**config.mk**
```make
export PLATFORM = sky130hd
export DESIGN_NAME = multimode_lamp_voltage_pid
export DESIGN_NICKNAME = d
export VERILOG_FILES = /design/src/hdl/mlvp_pkg.sv /design/src/hdl/mlvp_div.sv /design/src/hdl/mlvp_mul.sv /design/src/hdl/multimode_lamp_voltage_pid.sv
export SDC_FILE = /design/constraint.sdc
export NUM_CORES = 2
export LEC_CHECK = 0
export BUFFER_PORTS_ARGS = -buffer_cell sky130_fd_sc_hd__buf_2
export CORE_AREA = 5 5 411 413
export DETAILED_ROUTE_END_ITERATION = 8
export DIE_AREA = 0 0 416 418
export HOLD_SLACK_MARGIN = 0.12
export PLACE_DENSITY = 0.45
export SYNTH_ARGS = -nofsm -noshare
export SYNTH_HDL_FRONTEND = slang
export SYNTH_HIERARCHICAL = 1
export SYNTH_SLANG_ARGS = --single-unit
```
**constraint.sdc**
```tcl
create_clock -name i_clk -period 14.4 [get_ports i_clk]
set_input_delay 2.88 -clock i_clk [delete_from_list [all_inputs] [get_ports i_clk]]
set_output_delay 2.88 -clock i_clk [all_outputs]
set_load 0.01 [all_outputs]
```
**src/hdl/mlvp_pkg.sv**
```systemverilog
// shared constants, payload types and request types for the lamp voltage pid
package mlvp_pkg;

    localparam int SOUND_TAPS = 2;
    localparam int DUTY_TOP   = 999;
    localparam int SWEEP_TOP  = 1000;

    localparam int SAMPLE_W  = 12;
    localparam int SLOT_W    = (SOUND_TAPS > 1) ? $clog2(SOUND_TAPS) : 1;
    localparam int SUM_W     = SAMPLE_W + $clog2(SOUND_TAPS);
    localparam int IDX_W     = 16;
    localparam int CFG_W     = 16;
    localparam int MODE_W    = 8;
    localparam int ADDR_W    = 5;
    localparam int DATA_W    = 32;

    localparam int DVD_W     = 36;
    localparam int DSR_W     = 16;
    localparam int DIV_CNT_W = $clog2(DVD_W);
    localparam int VPROD_W   = 31;
    localparam int VOUT_W    = 21;
    localparam int TGT_W     = 24;
    localparam int ERR_W     = TGT_W + 1;
    localparam int ACC_W     = 32;
    localparam int OPD_W     = ACC_W + 1;
    localparam int GAIN_W    = 16;
    localparam int PROD_W    = GAIN_W + OPD_W;
    localparam int PSUM_W    = PROD_W + 2;
    localparam int MUL_CNT_W = $clog2(GAIN_W);
    localparam int DUTY_W    = 10;
    localparam int FRAC_W    = 16;
    localparam int DUTY_SH   = 24;

    localparam logic [18:0]      VOUT_NUM   = 19'd329472;
    localparam logic [DSR_W-1:0] VOUT_DEN   = DSR_W'(1000);
    localparam logic [DSR_W-1:0] MANUAL_DEN = DSR_W'(5000);
    localparam logic [TGT_W-1:0] VOLT_6     = TGT_W'(6 * 65536);
    localparam logic [TGT_W-1:0] VOLT_8     = TGT_W'(8 * 65536);

    // mode codes
    localparam logic [MODE_W-1:0] MODE_LIGHT  = 8'd0;
    localparam logic [MODE_W-1:0] MODE_SOUND  = 8'd1;
    localparam logic [MODE_W-1:0] MODE_MANUAL = 8'd2;
    localparam logic [MODE_W-1:0] MODE_BREATH = 8'd3;
    localparam logic [MODE_W-1:0] MODE_FAST   = 8'd4;
    localparam logic [MODE_W-1:0] MODE_BREATH_ALT = 8'd5;

    localparam logic [CFG_W-1:0] GAIN_P_RST = 16'd12800;
    localparam logic [CFG_W-1:0] GAIN_I_RST = 16'd1280;
    localparam logic [CFG_W-1:0] GAIN_D_RST = 16'd256;
    localparam logic [CFG_W-1:0] ILIMIT_RST = 16'd1000;

    typedef enum logic [2:0] {
        REG_MODE    = 3'd0,
        REG_MANUAL  = 3'd1,
        REG_GAIN_P  = 3'd2,
        REG_GAIN_I  = 3'd3,
        REG_GAIN_D  = 3'd4,
        REG_ILIMIT  = 3'd5
    } t_reg_idx;

    typedef struct packed {
        logic [SAMPLE_W-1:0] sample_vout;
        logic [SAMPLE_W-1:0] sample_light;
        logic [SAMPLE_W-1:0] sample_sound;
    } t_in;

    typedef struct packed {
        logic [DUTY_W-1:0] duty;
        logic [TGT_W-1:0]  target_volts;
    } t_out;

    typedef struct packed {
        logic             start;
        logic [DVD_W-1:0] dividend;
        logic [DSR_W-1:0] divisor;
    } t_div_req;

    typedef struct packed {
        logic              start;
        logic [GAIN_W-1:0] gain;
        logic [OPD_W-1:0]  operand;
    } t_mul_req;

endpackage

```
**src/hdl/mlvp_div.sv**
```systemverilog
// restoring divider, one quotient bit per cycle
module mlvp_div (
    input  logic                     i_clk,
    input  logic                     i_rst_n,
    input  mlvp_pkg::t_div_req       i_req,
    output logic                     o_done,
    output logic [mlvp_pkg::DVD_W-1:0] o_quot
);
    import mlvp_pkg::*;

    logic                 r_busy;
    logic                 r_done;
    logic [DIV_CNT_W-1:0] r_cnt;
    logic [DVD_W-1:0]     r_quot;
    logic [DSR_W-1:0]     r_rem;
    logic [DSR_W-1:0]     r_dsr;
    logic [DSR_W:0]       w_trial;
    logic [DSR_W:0]       w_diff;
    logic                 w_ge;

    // dividend bits leave at the top while quotient bits enter at the bottom
    assign w_trial = {r_rem, r_quot[DVD_W-1]};
    assign w_ge    = (w_trial >= {1'b0, r_dsr});
    assign w_diff  = w_trial - {1'b0, r_dsr};

    always_ff @(posedge i_clk) begin
        if (!i_rst_n) begin
            r_busy <= 1'b0;
            r_done <= 1'b0;
            r_cnt  <= '0;
        end else begin
            r_done <= 1'b0;
            if (i_req.start) begin
                r_busy <= 1'b1;
                r_cnt  <= '0;
            end else if (r_busy) begin
                r_cnt <= r_cnt + 1'b1;
                if (r_cnt == DIV_CNT_W'(DVD_W - 1)) begin
                    r_busy <= 1'b0;
                    r_done <= 1'b1;
                end
            end
        end
    end

    always_ff @(posedge i_clk) begin
        if (i_req.start) begin
            r_quot <= i_req.dividend;
            r_rem  <= '0;
            r_dsr  <= i_req.divisor;
        end else if (r_busy) begin
            r_rem  <= w_ge ? w_diff[DSR_W-1:0] : w_trial[DSR_W-1:0];
            r_quot <= {r_quot[DVD_W-2:0], w_ge};
        end
    end

    assign o_done = r_done;
    assign o_quot = r_quot;

endmodule

```
**src/hdl/mlvp_mul.sv**
```systemverilog
// shift-add multiplier, one gain bit per cycle, signed operand
module mlvp_mul (
    input  logic                        i_clk,
    input  logic                        i_rst_n,
    input  mlvp_pkg::t_mul_req          i_req,
    output logic                        o_done,
    output logic [mlvp_pkg::PROD_W-1:0] o_prod
);
    import mlvp_pkg::*;

    logic                 r_busy;
    logic                 r_done;
    logic [MUL_CNT_W-1:0] r_cnt;
    logic [GAIN_W-1:0]    r_gain;
    logic [PROD_W-1:0]    r_opd;
    logic [PROD_W-1:0]    r_acc;

    always_ff @(posedge i_clk) begin
        if (!i_rst_n) begin
            r_busy <= 1'b0;
            r_done <= 1'b0;
            r_cnt  <= '0;
        end else begin
            r_done <= 1'b0;
            if (i_req.start) begin
                r_busy <= 1'b1;
                r_cnt  <= '0;
            end else if (r_busy) begin
                r_cnt <= r_cnt + 1'b1;
                if (r_cnt == MUL_CNT_W'(GAIN_W - 1)) begin
                    r_busy <= 1'b0;
                    r_done <= 1'b1;
                end
            end
        end
    end

    always_ff @(posedge i_clk) begin
        if (i_req.start) begin
            r_gain <= i_req.gain;
            r_opd  <= {{(PROD_W-OPD_W){i_req.operand[OPD_W-1]}}, i_req.operand};
            r_acc  <= '0;
        end else if (r_busy) begin
            r_acc  <= r_acc + (r_gain[0] ? r_opd : '0);
            r_gain <= r_gain >> 1;
            r_opd  <= r_opd << 1;
        end
    end

    assign o_done = r_done;
    assign o_prod = r_acc;

endmodule

```
**src/hdl/multimode_lamp_voltage_pid.sv**
```systemverilog
// top level: mode target forming, serial divide and pid, apb registers
//
//  channel  direction  handshake                   payload
//  in       sink       i_in_valid / o_in_ready     i_in  (vout, light, sound)
//  out      source     o_out_valid / i_out_ready   o_out (duty, target_volts)
//  cfg      apb slave  psel penable pwrite pready  paddr pwdata prdata
//
// one item at a time; from transfer in to result shown it passes prepare, two runs
// of the serial divider (voltage scaling, then target; the target run is skipped when a
// light or sound map has a zero range), pid update, three runs of the serial multiplier
// (p, i, d), then the load of the result register
// reset is synchronous and clears all tracking, sweep and pid state
// the next item is taken while a result still waits in the output register;
// a held result stalls only the finishing step of the following item
module multimode_lamp_voltage_pid (
    input  logic                          i_clk,
    input  logic                          i_rst_n,
    input  logic                          i_in_valid,
    output logic                          o_in_ready,
    input  mlvp_pkg::t_in                 i_in,
    output logic                          o_out_valid,
    input  logic                          i_out_ready,
    output mlvp_pkg::t_out                o_out,
    input  logic                          psel,
    input  logic                          penable,
    input  logic                          pwrite,
    input  logic [mlvp_pkg::ADDR_W-1:0]   paddr,
    input  logic [mlvp_pkg::DATA_W-1:0]   pwdata,
    output logic [mlvp_pkg::DATA_W-1:0]   prdata,
    output logic                          pready
);
    import mlvp_pkg::*;

    typedef enum logic [6:0] {
        S_IDLE = 7'b0000001,
        S_PREP = 7'b0000010,
        S_VDIV = 7'b0000100,
        S_TDIV = 7'b0001000,
        S_PID  = 7'b0010000,
        S_MUL  = 7'b0100000,
        S_DONE = 7'b1000000
    } t_state;

    typedef enum logic [1:0] {
        TERM_P = 2'd0,
        TERM_I = 2'd1,
        TERM_D = 2'd2
    } t_term;

    function automatic logic [DVD_W-1:0] map_dvd(input logic [IDX_W-1:0] x,
                                                  input logic [3:0] k);
        logic [IDX_W+3:0] p;
        p = (IDX_W+4)'(x) * (IDX_W+4)'(k);
        return DVD_W'({p, {FRAC_W{1'b0}}});
    endfunction

    // configuration registers
    logic [MODE_W-1:0] r_mode;
    logic [CFG_W-1:0]  r_manual;
    logic [CFG_W-1:0]  r_gain_p;
    logic [CFG_W-1:0]  r_gain_i;
    logic [CFG_W-1:0]  r_gain_d;
    logic [CFG_W-1:0]  r_ilimit;
    t_reg_idx          w_reg;
    logic              w_wr;

    // tracking and pid state
    logic                r_light_seen;
    logic [SAMPLE_W-1:0] r_light_high;
    logic [SAMPLE_W-1:0] r_light_low;
    logic [SAMPLE_W-1:0] r_taps [SOUND_TAPS];
    logic [SLOT_W-1:0]   r_slot;
    logic                r_sound_seen;
    logic [SUM_W-1:0]    r_sound_high;
    logic [SUM_W-1:0]    r_sound_low;
    logic [IDX_W-1:0]    r_sweep;
    logic                r_slow_down;
    logic                r_fast_down;
    logic signed [ERR_W-1:0] r_prev_err;
    logic signed [ACC_W-1:0] r_accum;

    // per item registers
    t_state              r_state;
    t_in                 r_in;
    logic [DVD_W-1:0]    r_tgt_dvd;
    logic [DSR_W-1:0]    r_tgt_dsr;
    logic [TGT_W-1:0]    r_tgt_base;
    logic                r_tgt_skip;
    logic [VOUT_W-1:0]   r_vout;
    logic [TGT_W-1:0]    r_target;
    logic signed [ACC_W-1:0]   r_integ;
    logic signed [ERR_W:0]     r_deriv;
    t_term               r_term;
    logic signed [PSUM_W-1:0]  r_psum;
    t_out                r_out;
    logic                r_out_valid;

    // prepare step logic
    logic [SAMPLE_W-1:0] w_l_hi, w_l_lo;
    logic [SLOT_W-1:0]   w_slot, w_slot_nx;
    logic [SAMPLE_W-1:0] w_taps [SOUND_TAPS];
    logic [SUM_W-1:0]    w_sum, w_s_hi, w_s_lo;
    logic [IDX_W-1:0]    w_step, w_sw_n, w_sw_idx;
    logic                w_down, w_sw_top, w_sw_flip;
    logic [IDX_W-1:0]    w_map_x;
    logic [3:0]          w_map_k;
    logic [DSR_W-1:0]    w_map_dsr;
    logic [TGT_W-1:0]    w_map_base;
    logic                w_map_skip;
    logic [VPROD_W-1:0]  w_vprod;

    // pid logic
    logic signed [ERR_W-1:0] w_err;
    logic signed [OPD_W-1:0] w_lim, w_isum, w_iclamp;
    logic signed [ACC_W-1:0] w_integ;
    logic signed [ERR_W:0]   w_deriv;
    logic                    w_out_free;
    logic [DUTY_W-1:0]       w_duty;

    t_div_req          w_div_req;
    logic              w_div_done;
    logic [DVD_W-1:0]  w_quot;
    t_mul_req          w_mul_req;
    logic              w_mul_done;
    logic [PROD_W-1:0] w_prod;

    // ---------------- configuration port ----------------
    assign pready = 1'b1;
    assign w_wr   = psel & penable & pwrite;
    assign w_reg  = t_reg_idx'(paddr[ADDR_W-1:2]);

    always_ff @(posedge i_clk) begin
        if (!i_rst_n) begin
            r_mode   <= MODE_LIGHT;
            r_manual <= '0;
            r_gain_p <= GAIN_P_RST;
            r_gain_i <= GAIN_I_RST;
            r_gain_d <= GAIN_D_RST;
            r_ilimit <= ILIMIT_RST;
        end else if (w_wr) begin
            unique case (w_reg)
                REG_MODE: begin
                    r_mode <= pwdata[MODE_W-1:0];
                    // modes past the table drop the manual level
                    if (pwdata[MODE_W-1:0] > MODE_BREATH_ALT) begin
                        r_manual <= '0;
                    end
                end
                REG_MANUAL: r_manual <= pwdata[CFG_W-1:0];
                REG_GAIN_P: r_gain_p <= pwdata[CFG_W-1:0];
                REG_GAIN_I: r_gain_i <= pwdata[CFG_W-1:0];
                REG_GAIN_D: r_gain_d <= pwdata[CFG_W-1:0];
                REG_ILIMIT: r_ilimit <= pwdata[CFG_W-1:0];
                default: ;
            endcase
        end
    end

    always_comb begin
        unique case (w_reg)
            REG_MODE:   prdata = DATA_W'(r_mode);
            REG_MANUAL: prdata = DATA_W'(r_manual);
            REG_GAIN_P: prdata = DATA_W'(r_gain_p);
            REG_GAIN_I: prdata = DATA_W'(r_gain_i);
            REG_GAIN_D: prdata = DATA_W'(r_gain_d);
            REG_ILIMIT: prdata = DATA_W'(r_ilimit);
            default:    prdata = '0;
        endcase
    end

    // ---------------- target forming ----------------
    always_comb begin
        w_l_hi = r_in.sample_light;
        w_l_lo = r_in.sample_light;
        if (r_light_seen) begin
            w_l_hi = (r_in.sample_light > r_light_high) ? r_in.sample_light : r_light_high;
            w_l_lo = (r_in.sample_light < r_light_low) ? r_in.sample_light : r_light_low;
        end
    end

    assign w_slot    = ({1'b0, r_slot} < (SLOT_W+1)'(SOUND_TAPS)) ? r_slot : '0;
    assign w_slot_nx = (w_slot == SLOT_W'(SOUND_TAPS - 1)) ? '0 : w_slot + 1'b1;

    always_comb begin
        w_sum = '0;
        for (int i = 0; i < SOUND_TAPS; i++) begin
            w_taps[i] = (w_slot == SLOT_W'(i)) ? r_in.sample_sound : r_taps[i];
            w_sum     = w_sum + SUM_W'(w_taps[i]);
        end
    end

    always_comb begin
        w_s_hi = w_sum;
        w_s_lo = w_sum;
        if (r_sound_seen) begin
            w_s_hi = (w_sum > r_sound_high) ? w_sum : r_sound_high;
            w_s_lo = (w_sum < r_sound_low) ? w_sum : r_sound_low;
        end
    end

    // sweep step wraps at 16 bits, so an underflow lands on the top
    assign w_step    = (r_mode == MODE_FAST) ? IDX_W'(10) : IDX_W'(1);
    assign w_down    = (r_mode == MODE_FAST) ? r_fast_down : r_slow_down;
    assign w_sw_n    = w_down ? (r_sweep - w_step) : (r_sweep + w_step);
    assign w_sw_top  = (w_sw_n >= IDX_W'(SWEEP_TOP));
    assign w_sw_flip = w_sw_top || (w_sw_n == '0);
    assign w_sw_idx  = w_sw_top ? IDX_W'(SWEEP_TOP) : w_sw_n;

    always_comb begin
        unique case (r_mode)
            MODE_SOUND: begin
                w_map_x    = IDX_W'(w_sum - w_s_lo);
                w_map_k    = 4'd5;
                w_map_dsr  = DSR_W'(w_s_hi - w_s_lo);
                w_map_base = VOLT_8;
                w_map_skip = (w_s_hi <= w_s_lo);
            end
            MODE_MANUAL: begin
                w_map_x    = r_manual;
                w_map_k    = 4'd9;
                w_map_dsr  = MANUAL_DEN;
                w_map_base = VOLT_6;
                w_map_skip = 1'b0;
            end
            MODE_BREATH, MODE_FAST, MODE_BREATH_ALT: begin
                w_map_x    = w_sw_idx;
                w_map_k    = 4'd6;
                w_map_dsr  = DSR_W'(SWEEP_TOP);
                w_map_base = VOLT_6;
                w_map_skip = 1'b0;
            end
            default: begin
                w_map_x    = IDX_W'(r_in.sample_light - w_l_lo);
                w_map_k    = 4'd5;
                w_map_dsr  = DSR_W'(w_l_hi - w_l_lo);
                w_map_base = VOLT_8;
                w_map_skip = (w_l_hi <= w_l_lo);
            end
        endcase
    end

    assign w_vprod = VPROD_W'(r_in.sample_vout) * VPROD_W'(VOUT_NUM);

    // ---------------- pid ----------------
    assign w_err = $signed({1'b0, r_target}) - $signed({{(ERR_W-VOUT_W){1'b0}}, r_vout});
    assign w_lim = r_ilimit[CFG_W-1] ? $signed({1'b0, {ACC_W{1'b1}}} >> 1)
                                     : $signed({1'b0, r_ilimit, {FRAC_W{1'b0}}});
    assign w_isum = $signed({r_accum[ACC_W-1], r_accum})
                  + $signed({{(OPD_W-ERR_W){w_err[ERR_W-1]}}, w_err});

    always_comb begin
        priority if (w_isum > w_lim) begin
            w_iclamp = w_lim;
        end else if (w_isum < -w_lim) begin
            w_iclamp = -w_lim;
        end else begin
            w_iclamp = w_isum;
        end
    end

    assign w_integ = w_iclamp[ACC_W-1:0];
    assign w_deriv = $signed({w_err[ERR_W-1], w_err}) - $signed({r_prev_err[ERR_W-1], r_prev_err});

    always_comb begin
        priority if (r_psum < 0) begin
            w_duty = '0;
        end else if (r_psum >= $signed(PSUM_W'(DUTY_TOP) << DUTY_SH)) begin
            w_duty = DUTY_W'(DUTY_TOP);
        end else begin
            w_duty = r_psum[DUTY_SH +: DUTY_W];
        end
    end

    // ---------------- shared units ----------------
    always_comb begin
        w_div_req.start    = (r_state == S_PREP) ||
                             ((r_state == S_VDIV) && w_div_done && !r_tgt_skip);
        w_div_req.dividend = (r_state == S_PREP) ? DVD_W'(w_vprod) : r_tgt_dvd;
        w_div_req.divisor  = (r_state == S_PREP) ? VOUT_DEN : r_tgt_dsr;
    end

    always_comb begin
        w_mul_req.start   = (r_state == S_PID) ||
                            ((r_state == S_MUL) && w_mul_done && (r_term != TERM_D));
        w_mul_req.gain    = r_gain_p;
        w_mul_req.operand = {{(OPD_W-ERR_W){w_err[ERR_W-1]}}, w_err};
        if (r_state == S_MUL) begin
            if (r_term == TERM_P) begin
                w_mul_req.gain    = r_gain_i;
                w_mul_req.operand = {r_integ[ACC_W-1], r_integ};
            end else begin
                w_mul_req.gain    = r_gain_d;
                w_mul_req.operand = {{(OPD_W-ERR_W-1){r_deriv[ERR_W]}}, r_deriv};
            end
        end
    end

    mlvp_div u_div (
        .i_clk   (i_clk),
        .i_rst_n (i_rst_n),
        .i_req   (w_div_req),
        .o_done  (w_div_done),
        .o_quot  (w_quot)
    );

    mlvp_mul u_mul (
        .i_clk   (i_clk),
        .i_rst_n (i_rst_n),
        .i_req   (w_mul_req),
        .o_done  (w_mul_done),
        .o_prod  (w_prod)
    );

    // ---------------- sequencer ----------------
    assign w_out_free = !r_out_valid || i_out_ready;

    always_ff @(posedge i_clk) begin
        if (!i_rst_n) begin
            r_state      <= S_IDLE;
            r_out_valid  <= 1'b0;
            r_light_seen <= 1'b0;
            r_light_high <= '0;
            r_light_low  <= '0;
            for (int i = 0; i < SOUND_TAPS; i++) begin
                r_taps[i] <= '0;
            end
            r_slot       <= '0;
            r_sound_seen <= 1'b0;
            r_sound_high <= '0;
            r_sound_low  <= '0;
            r_sweep      <= '0;
            r_slow_down  <= 1'b0;
            r_fast_down  <= 1'b0;
            r_prev_err   <= '0;
            r_accum      <= '0;
            r_term       <= TERM_P;
        end else begin
            // a new result replaces the one leaving in the same cycle
            if ((r_state == S_DONE) && w_out_free) begin
                r_out_valid <= 1'b1;
            end else if (i_out_ready) begin
                r_out_valid <= 1'b0;
            end
            unique case (r_state)
                S_IDLE: begin
                    if (i_in_valid) begin
                        r_state <= S_PREP;
                    end
                end
                S_PREP: begin
                    r_state <= S_VDIV;
                    unique case (r_mode)
                        MODE_SOUND: begin
                            for (int i = 0; i < SOUND_TAPS; i++) begin
                                r_taps[i] <= w_taps[i];
                            end
                            r_slot       <= w_slot_nx;
                            r_sound_seen <= 1'b1;
                            r_sound_high <= w_s_hi;
                            r_sound_low  <= w_s_lo;
                        end
                        MODE_MANUAL: ;
                        MODE_BREATH, MODE_BREATH_ALT: begin
                            r_sweep <= w_sw_idx;
                            if (w_sw_flip) begin
                                r_slow_down <= !r_slow_down;
                            end
                        end
                        MODE_FAST: begin
                            r_sweep <= w_sw_idx;
                            if (w_sw_flip) begin
                                r_fast_down <= !r_fast_down;
                            end
                        end
                        default: begin
                            r_light_seen <= 1'b1;
                            r_light_high <= w_l_hi;
                            r_light_low  <= w_l_lo;
                        end
                    endcase
                end
                S_VDIV: begin
                    if (w_div_done) begin
                        r_state <= r_tgt_skip ? S_PID : S_TDIV;
                    end
                end
                S_TDIV: begin
                    if (w_div_done) begin
                        r_state <= S_PID;
                    end
                end
                S_PID: begin
                    r_accum    <= w_integ;
                    r_prev_err <= w_err;
                    r_term     <= TERM_P;
                    r_state    <= S_MUL;
                end
                S_MUL: begin
                    if (w_mul_done) begin
                        unique case (r_term)
                            TERM_P:  r_term <= TERM_I;
                            TERM_I:  r_term <= TERM_D;
                            default: r_state <= S_DONE;
                        endcase
                    end
                end
                S_DONE: begin
                    if (w_out_free) begin
                        r_state <= S_IDLE;
                    end
                end
                default: r_state <= S_IDLE;
            endcase
        end
    end

    // item payload registers
    always_ff @(posedge i_clk) begin
        if ((r_state == S_IDLE) && i_in_valid) begin
            r_in <= i_in;
        end
        if (r_state == S_PREP) begin
            r_tgt_dvd  <= map_dvd(w_map_x, w_map_k);
            r_tgt_dsr  <= w_map_dsr;
            r_tgt_base <= w_map_base;
            r_tgt_skip <= w_map_skip;
        end
        if ((r_state == S_VDIV) && w_div_done) begin
            r_vout   <= w_quot[VOUT_W-1:0];
            r_target <= r_tgt_base;
        end
        if ((r_state == S_TDIV) && w_div_done) begin
            r_target <= r_tgt_base + w_quot[TGT_W-1:0];
        end
        if (r_state == S_PID) begin
            r_integ <= w_integ;
            r_deriv <= w_deriv;
            r_psum  <= '0;
        end
        if ((r_state == S_MUL) && w_mul_done) begin
            r_psum <= r_psum + $signed({{(PSUM_W-PROD_W){w_prod[PROD_W-1]}}, w_prod});
        end
        if ((r_state == S_DONE) && w_out_free) begin
            r_out.duty         <= w_duty;
            r_out.target_volts <= r_target;
        end
    end

    assign o_in_ready  = (r_state == S_IDLE);
    assign o_out_valid = r_out_valid;
    assign o_out       = r_out;

endmodule

```
# Word level (Yosys, flattened, before mapping)
# Memories as Yosys holds them, arrays and structs flattened.
# Index checks and enable logic that the tools add are counted.
[op_classes] add_sub_neg=18 mul=2 magnitude_cmp=13 n_eq_ne=29 muxes=70 bitwise_logic=8 n_reduce_logical=48
[ops] cell="$mux W49" n=5
[ops] cell="$mux W36" n=3
[ops] cell="$mux W51" n=2
[ops] cell="$mux W12" n=8
[ops] cell="$mux W16" n=6
[ops] cell="$pmux W16 S3" n=2
[ops] cell="$pmux W16 S6" n=1
[ops] cell="$mux W32" n=2
[ops] cell="$mux W13" n=4
[ops] cell="$add A51 B49 Y51" n=1
[ops] cell="$ge A51 B35 Y1 const B" n=1
[ops] cell="$lt A51 B1 Y1 const B" n=1
[ops] cell="$add A49 B49 Y49" n=1
[ops] cell="$pmux W7 S7" n=1
[ops] cell="$mux W24" n=2
[ops] cell="$mux W7" n=6
[ops] cell="$add A32 B25 Y33" n=1
[ops] cell="$gt A33 B32 Y1" n=1
[ops] cell="$lt A33 B33 Y1" n=1
[ops] cell="$neg A31 Y33" n=1
[ops] cell="$pmux W16 S2" n=1
[ops] cell="$mux W31" n=1
[ops] cell="$sub A13 B13 Y14" n=2
[ops] cell="$sub A12 B12 Y13" n=2
[ops] cell="66 further kinds" n=132
[word_totals] register_bits=707 ram_bits=24 wordCells=237 memories=1
[mem_list] memory="r_taps" words=2 width=12 read_ports=2 rd_clocked_by_memory_dff=0 wr=2 line_no="multimode_lamp_voltage_pid.sv:71" text="logic [SAMPLE_W-1:0] r_taps [SOUND_TAPS];"

# Depth between registers and ports, before layout
# An unclocked memory read counts as a cell.
[logic_depth] word_depth=9 mapped_depth=52 mapped_depth_nobuf=48

# Cells and area by module
# Netlist, hierarchy kept.
[modules_own_cells] module="multimode_lamp_voltage_pid" instances=1 cells_each=4241 area_per_inst_um2=37484.7 seq_area_each_um2=13082.5
[modules_own_cells] module="mlvp_mul" instances=1 cells_each=823 area_per_inst_um2=7683.6 seq_area_each_um2=3052.9
[modules_own_cells] module="mlvp_div" instances=1 cells_each=354 area_per_inst_um2=4022.6 seq_area_each_um2=2042.0

# Worst setup path before layout
# OpenSTA, ideal clock, no wires.
[synth_timing] kind="register -> register" start="reg r_slot" end="reg r_tgt_dvd[34] (data pin)" t_arrival_ns=9.930 required_time_ns=14.142 slack_ns=4.213 stages_incl_launch_ff=51 synth_period_minus_slack_ns=10.187 path_cell_list="dfxtp_1 -> clkbuf_1 -> clkbuf_1 -> mux2_2 -> ha_1 -> a21o_1 -> a21oi_1 -> o21bai_1 -> a2111o_1 -> and3_1 -> o21a_1 -> o21ai_0 -> nand2b_1 -> a21oi_1 -> xnor2_1 -> ha_1 -> a21o_1 -> a21oi_1 -> [... 15 more ...] -> a21oi_1 -> o21bai_1 -> o221a_2 -> fa_1 -> inv_1 -> fa_1 -> inv_1 -> ha_1 -> inv_1 -> o21bai_1 -> a21oi_1 -> o21bai_1 -> a21oi_1 -> o21ai_0 -> a211oi_1 -> o21bai_1 -> a21oi_1 -> xnor2_1"
[synth_rtl] element="from (decl)" line_no="multimode_lamp_voltage_pid.sv:72" text="logic [SLOT_W-1:0] r_slot;"
[synth_rtl] element="from (signal assigned)" line_no="multimode_lamp_voltage_pid.sv:357" text="r_slot <= w_slot_nx;"
[synth_rtl] element="to (signal assigned)" line_no="multimode_lamp_voltage_pid.sv:423" text="r_tgt_dvd <= map_dvd(w_map_x, w_map_k);"
[synth_rtl] element="to (decl)" line_no="multimode_lamp_voltage_pid.sv:85" text="logic [DVD_W-1:0] r_tgt_dvd;"

==> results.ini <==
[synth]
synth_edf_count = 402
postSynthCellCount = 5418
synth_top_family_by_area = compound AO/OA/AOI/OAI gates
synth_compound_area_frac = 0.177
synth_ff_type = edfxtp_1
yosysSeqAreaShare = 0.370
muxShareOfSynthArea = 0.0556
synthAdderAreaFrac = 0.145
syn_area_um2 = 49200
synth-xor-area-share = 0.0426
ys_async_sr_fraction = 0
synth_seq_cells = 707
yosys_warnings = 6
syn_avg_cell_area_um2 = 9.08
synth_simple_gate_area_share = 0.160
ys_types = 104

[placed_design]
place_congestion = 0.864
port_buffers = 113
dp.cells = 7580
pre_cts_slack_ns = 3.62
dpl.hpwl_um = 106000

[clock_tree]
clk_pin_slew_ns = 0.06
cts-resized-gates = 0
clk_latency_ns = 0.71
hold_buffers = 0
cts_sinks = 707
cts_htree_levels = 3
cts_made_buffers = 92
cts-root-buf = clkbuf_16
cts_tree = done
ctsLongestPathBuffers = 3
post_cts_buffers = 0

[power_and_ir_drop]
p_per_area_nw_per_um2 = 159
p_int_mw = 5.41
p_seq_frac = 0.285
swShare = 0.383
power.total_mw = 8.76
p_sw_mw = 3.36
clkPwrFrac = 0.274
comb_power_share = 0.441
ir_drop_uv = 165
p_leak_nw = 22.4

[floorplanning]
start_util = 0.299
die_width_um = 416
die_h_um = 418
pin_count = 149
die_area_um2 = 174000
rows = 149
core-area_um2 = 164000

[detailed_routing]
wirelength_um = 143000
firstDrtPassIters = 6
drt-initial-drc-count = 2447
vias = 38930
routed_via_density = 5.02
wire_per_inst_um = 18.4
drtAntennaViolNets = 0
drc = 0

[worst_setup_path]
reg2reg_from = r_slot
cp_num_cells = 48
worst_ep_arrival_time_ns = 11.28
path_class = register to register
cpMostUsedCell = a21oi_1
r2r-end = r_tgt_dvd[34]
cp-start-kind = register
rrSetupSlack_ns = 3.57
endpoint = r_tgt_dvd[34]
slowest_stage = or4b_1
critPathTopFamily = compound AO/OA/AOI/OAI gates
rr_worst_depth = 48
worstPathRequired_ns = 14.85
cpPeakStageDelay_ns = 0.56
cp_max_fo = 25
cp-end-kind = register
cp_num_buf_inv = 6
crit_start = r_slot

[global_route]
grt_pass1_wl_um = 223000
antenna_found_initial = 10
grt_use_total = 0.160
grt_pass1_vias = 38543
grt_remaining_overflow = 0
grt_max_degree = 94

[sta]
final_hold_viol_count = 0
report.final.slew_viol_count = 0
max_slew_margin = 0.236
period_needed_ns = 10.83
setup_viol = 0
worstMarginPinSlew_ns = 1.15
skew_ns = 0.0387
fin_ws_ns = 3.57
tns_ns = 0
fin_crit_sh = 0.752
fmaxAchievable_mhz = 92.3
rsz0062_at_grt = false

[cells_and_area]
final_cells = 7758
drive_above_1_share = 0.0933
final_net_count = 6097
fillers = 17148
fin_util = 0.336
syn2layout_area_growth_pct = 12.4

[flow_run]
cap_violations = 0

[hold_path]
min-delay-path-class = register to register

[run_status]
status = finished clean

[tightest hold or removal path: stages (launching register included)]
cell and delay [ns]:
dfxtp_1 0.31, nand2_1 0.05, a21oi_1 0.05
[through the flow]
step                instance area [um^2]  hold slack [ns]
global placement                   52100            0.444
detailed placement                 52100            0.448
global route                       55300            0.475
floorplan                          49300            0.426
CTS                                55300            0.456
finish                             55300            0.455
[registers in the layout (all words and copies together), names as in the netlist, 20 cells and up]
| signal | count |
|---|---|
| o_out | 34 |
| r_accum | 32 |
| r_deriv | 26 |
| r_in | 36 |
| r_integ | 32 |
| r_prev_err | 25 |
| r_psum | 51 |
| r_taps | 24 |
| r_target | 24 |
| r_tgt_dvd | 20 |
| r_vout | 21 |
| u_div/o_quot | 36 |
| u_mul/o_prod | 49 |
| u_mul/r_opd | 49 |
[worst min path at each step]
| stage | slack, ns | startpoint | to | depth (start not counted) |
|---|---|---|---|---|
| floorplan | 0.43 | r_target[0] | o_out[0] | 0 |
| global placement | 0.44 | r_prev_err[1] | r_prev_err[1] | 2 |
| detailed placement | 0.45 | r_prev_err[9] | r_prev_err[9] | 2 |
| global route | 0.47 | r_prev_err[4] | r_prev_err[4] | 2 |
| finish | 0.45 | r_prev_err[4] | r_prev_err[4] | 2 |
| CTS | 0.46 | r_prev_err[9] | r_prev_err[9] | 2 |
[cell usage in the layout, fill, tap and decap left out, drive strengths merged, types with 51 or more instances in the layout]
| cell | Yosys | routed |
|---|---|---|
| o21ai | 324 | 324 |
| nor2b | 77 | 77 |
| a21oi | 468 | 468 |
| o21bai | 55 | 55 |
| dfxtp | 305 | 305 |
| mux2i | 109 | 109 |
| xnor2 | 154 | 154 |
| ha | 474 | 474 |
| a21o | 117 | 117 |
| and2 | 122 | 122 |
| nor2 | 437 | 437 |
| xor2 | 85 | 85 |
| inv | 397 | 401 |
| a211oi | 51 | 51 |
| mux2 | 144 | 144 |
| edfxtp | 402 | 402 |
| o21a | 52 | 52 |
| buf | 50 | 164 |
| nand3 | 119 | 119 |
| nand2 | 553 | 553 |
| clkbuf | 170 | 120 |
| fa | 58 | 58 |
| nor3 | 95 | 95 |
[cell usage after synthesis, types with 19 or more instances]
library cell | count | share of area
a31oi_1 | 27 | 0.0034
o31ai_1 | 23 | 0.0035
and3_1 | 44 | 0.0056
edfxtp_1 | 402 | 0.25
o21bai_1 | 55 | 0.0084
o22ai_1 | 35 | 0.0045
a21o_1 | 117 | 0.018
nand2_1 | 553 | 0.042
xnor2_1 | 154 | 0.027
nor2b_1 | 77 | 0.0098
o211ai_1 | 25 | 0.0038
and2_1 | 120 | 0.015
buf_1 | 19 | 0.0014
ha_1 | 474 | 0.12
fa_1 | 58 | 0.024
nand3_1 | 119 | 0.012
mux2i_1 | 109 | 0.022
mux2_2 | 144 | 0.033
o21a_1 | 52 | 0.0079
nor2_1 | 433 | 0.033
xor2_1 | 85 | 0.015
nand2b_1 | 50 | 0.0064
o21ai_1 | 19 | 0.0019
nor4_1 | 27 | 0.0034
clkbuf_1 | 167 | 0.013
inv_1 | 397 | 0.030
dfxtp_1 | 305 | 0.12
a22oi_1 | 24 | 0.0037
a211oi_1 | 49 | 0.0075
nand4_1 | 47 | 0.0060
or3_1 | 31 | 0.0039
a21oi_1 | 467 | 0.048
o21ai_0 | 299 | 0.030
nor3_1 | 95 | 0.0097
[power by group through the flow]
stage               combinational, mW  sequential [mW]  clock [mW]
finish                           3.87             2.50        2.40
global route                     4.43             2.52        2.57
CTS                              3.94             2.50        2.48
detailed placement               3.90             2.54           0
global placement                 3.90             2.54           0
floorplan                        2.89             2.49           0
[cells by family after synthesis]
kind of cell             count (synthesis)
multiplexers                           254
adder cells (fa/ha/maj)                536
AND/OR/NAND/NOR                       1677
XOR/XNOR                               239
buffers and inverters                  621
AO/OA/AOI/OAI                         1382
other                                    2
flip-flops                             707
[layout make-up]
class	instances	area, um^2	share of cell area
clock buffer	120	2540	0.0460
clock inverter	53	624	0.0113
tap	2189	2740	0.0495
sequential	707	18200	0.329
multi-input combinational	4119	28700	0.520
inverter	401	1510	0.0274
antenna	5	12.5	0.000226
timing repair buffer	164	948	0.0172
[per-layer routing]
| metal | up-vias | GRT usage | share of wire |
|---|---|---|---|
| met1 | 18454 | 0.217 | 0.48 |
| met2 | 733 | 0.262 | 0.45 |
| met5 | - | 0 | 0.00033 |
| met3 | 194 | 0.0210 | 0.037 |
| met4 | 6 | 0.0550 | 0.032 |
| li1 | 19543 | - | - |
Power figures use the tool's default switching activity.
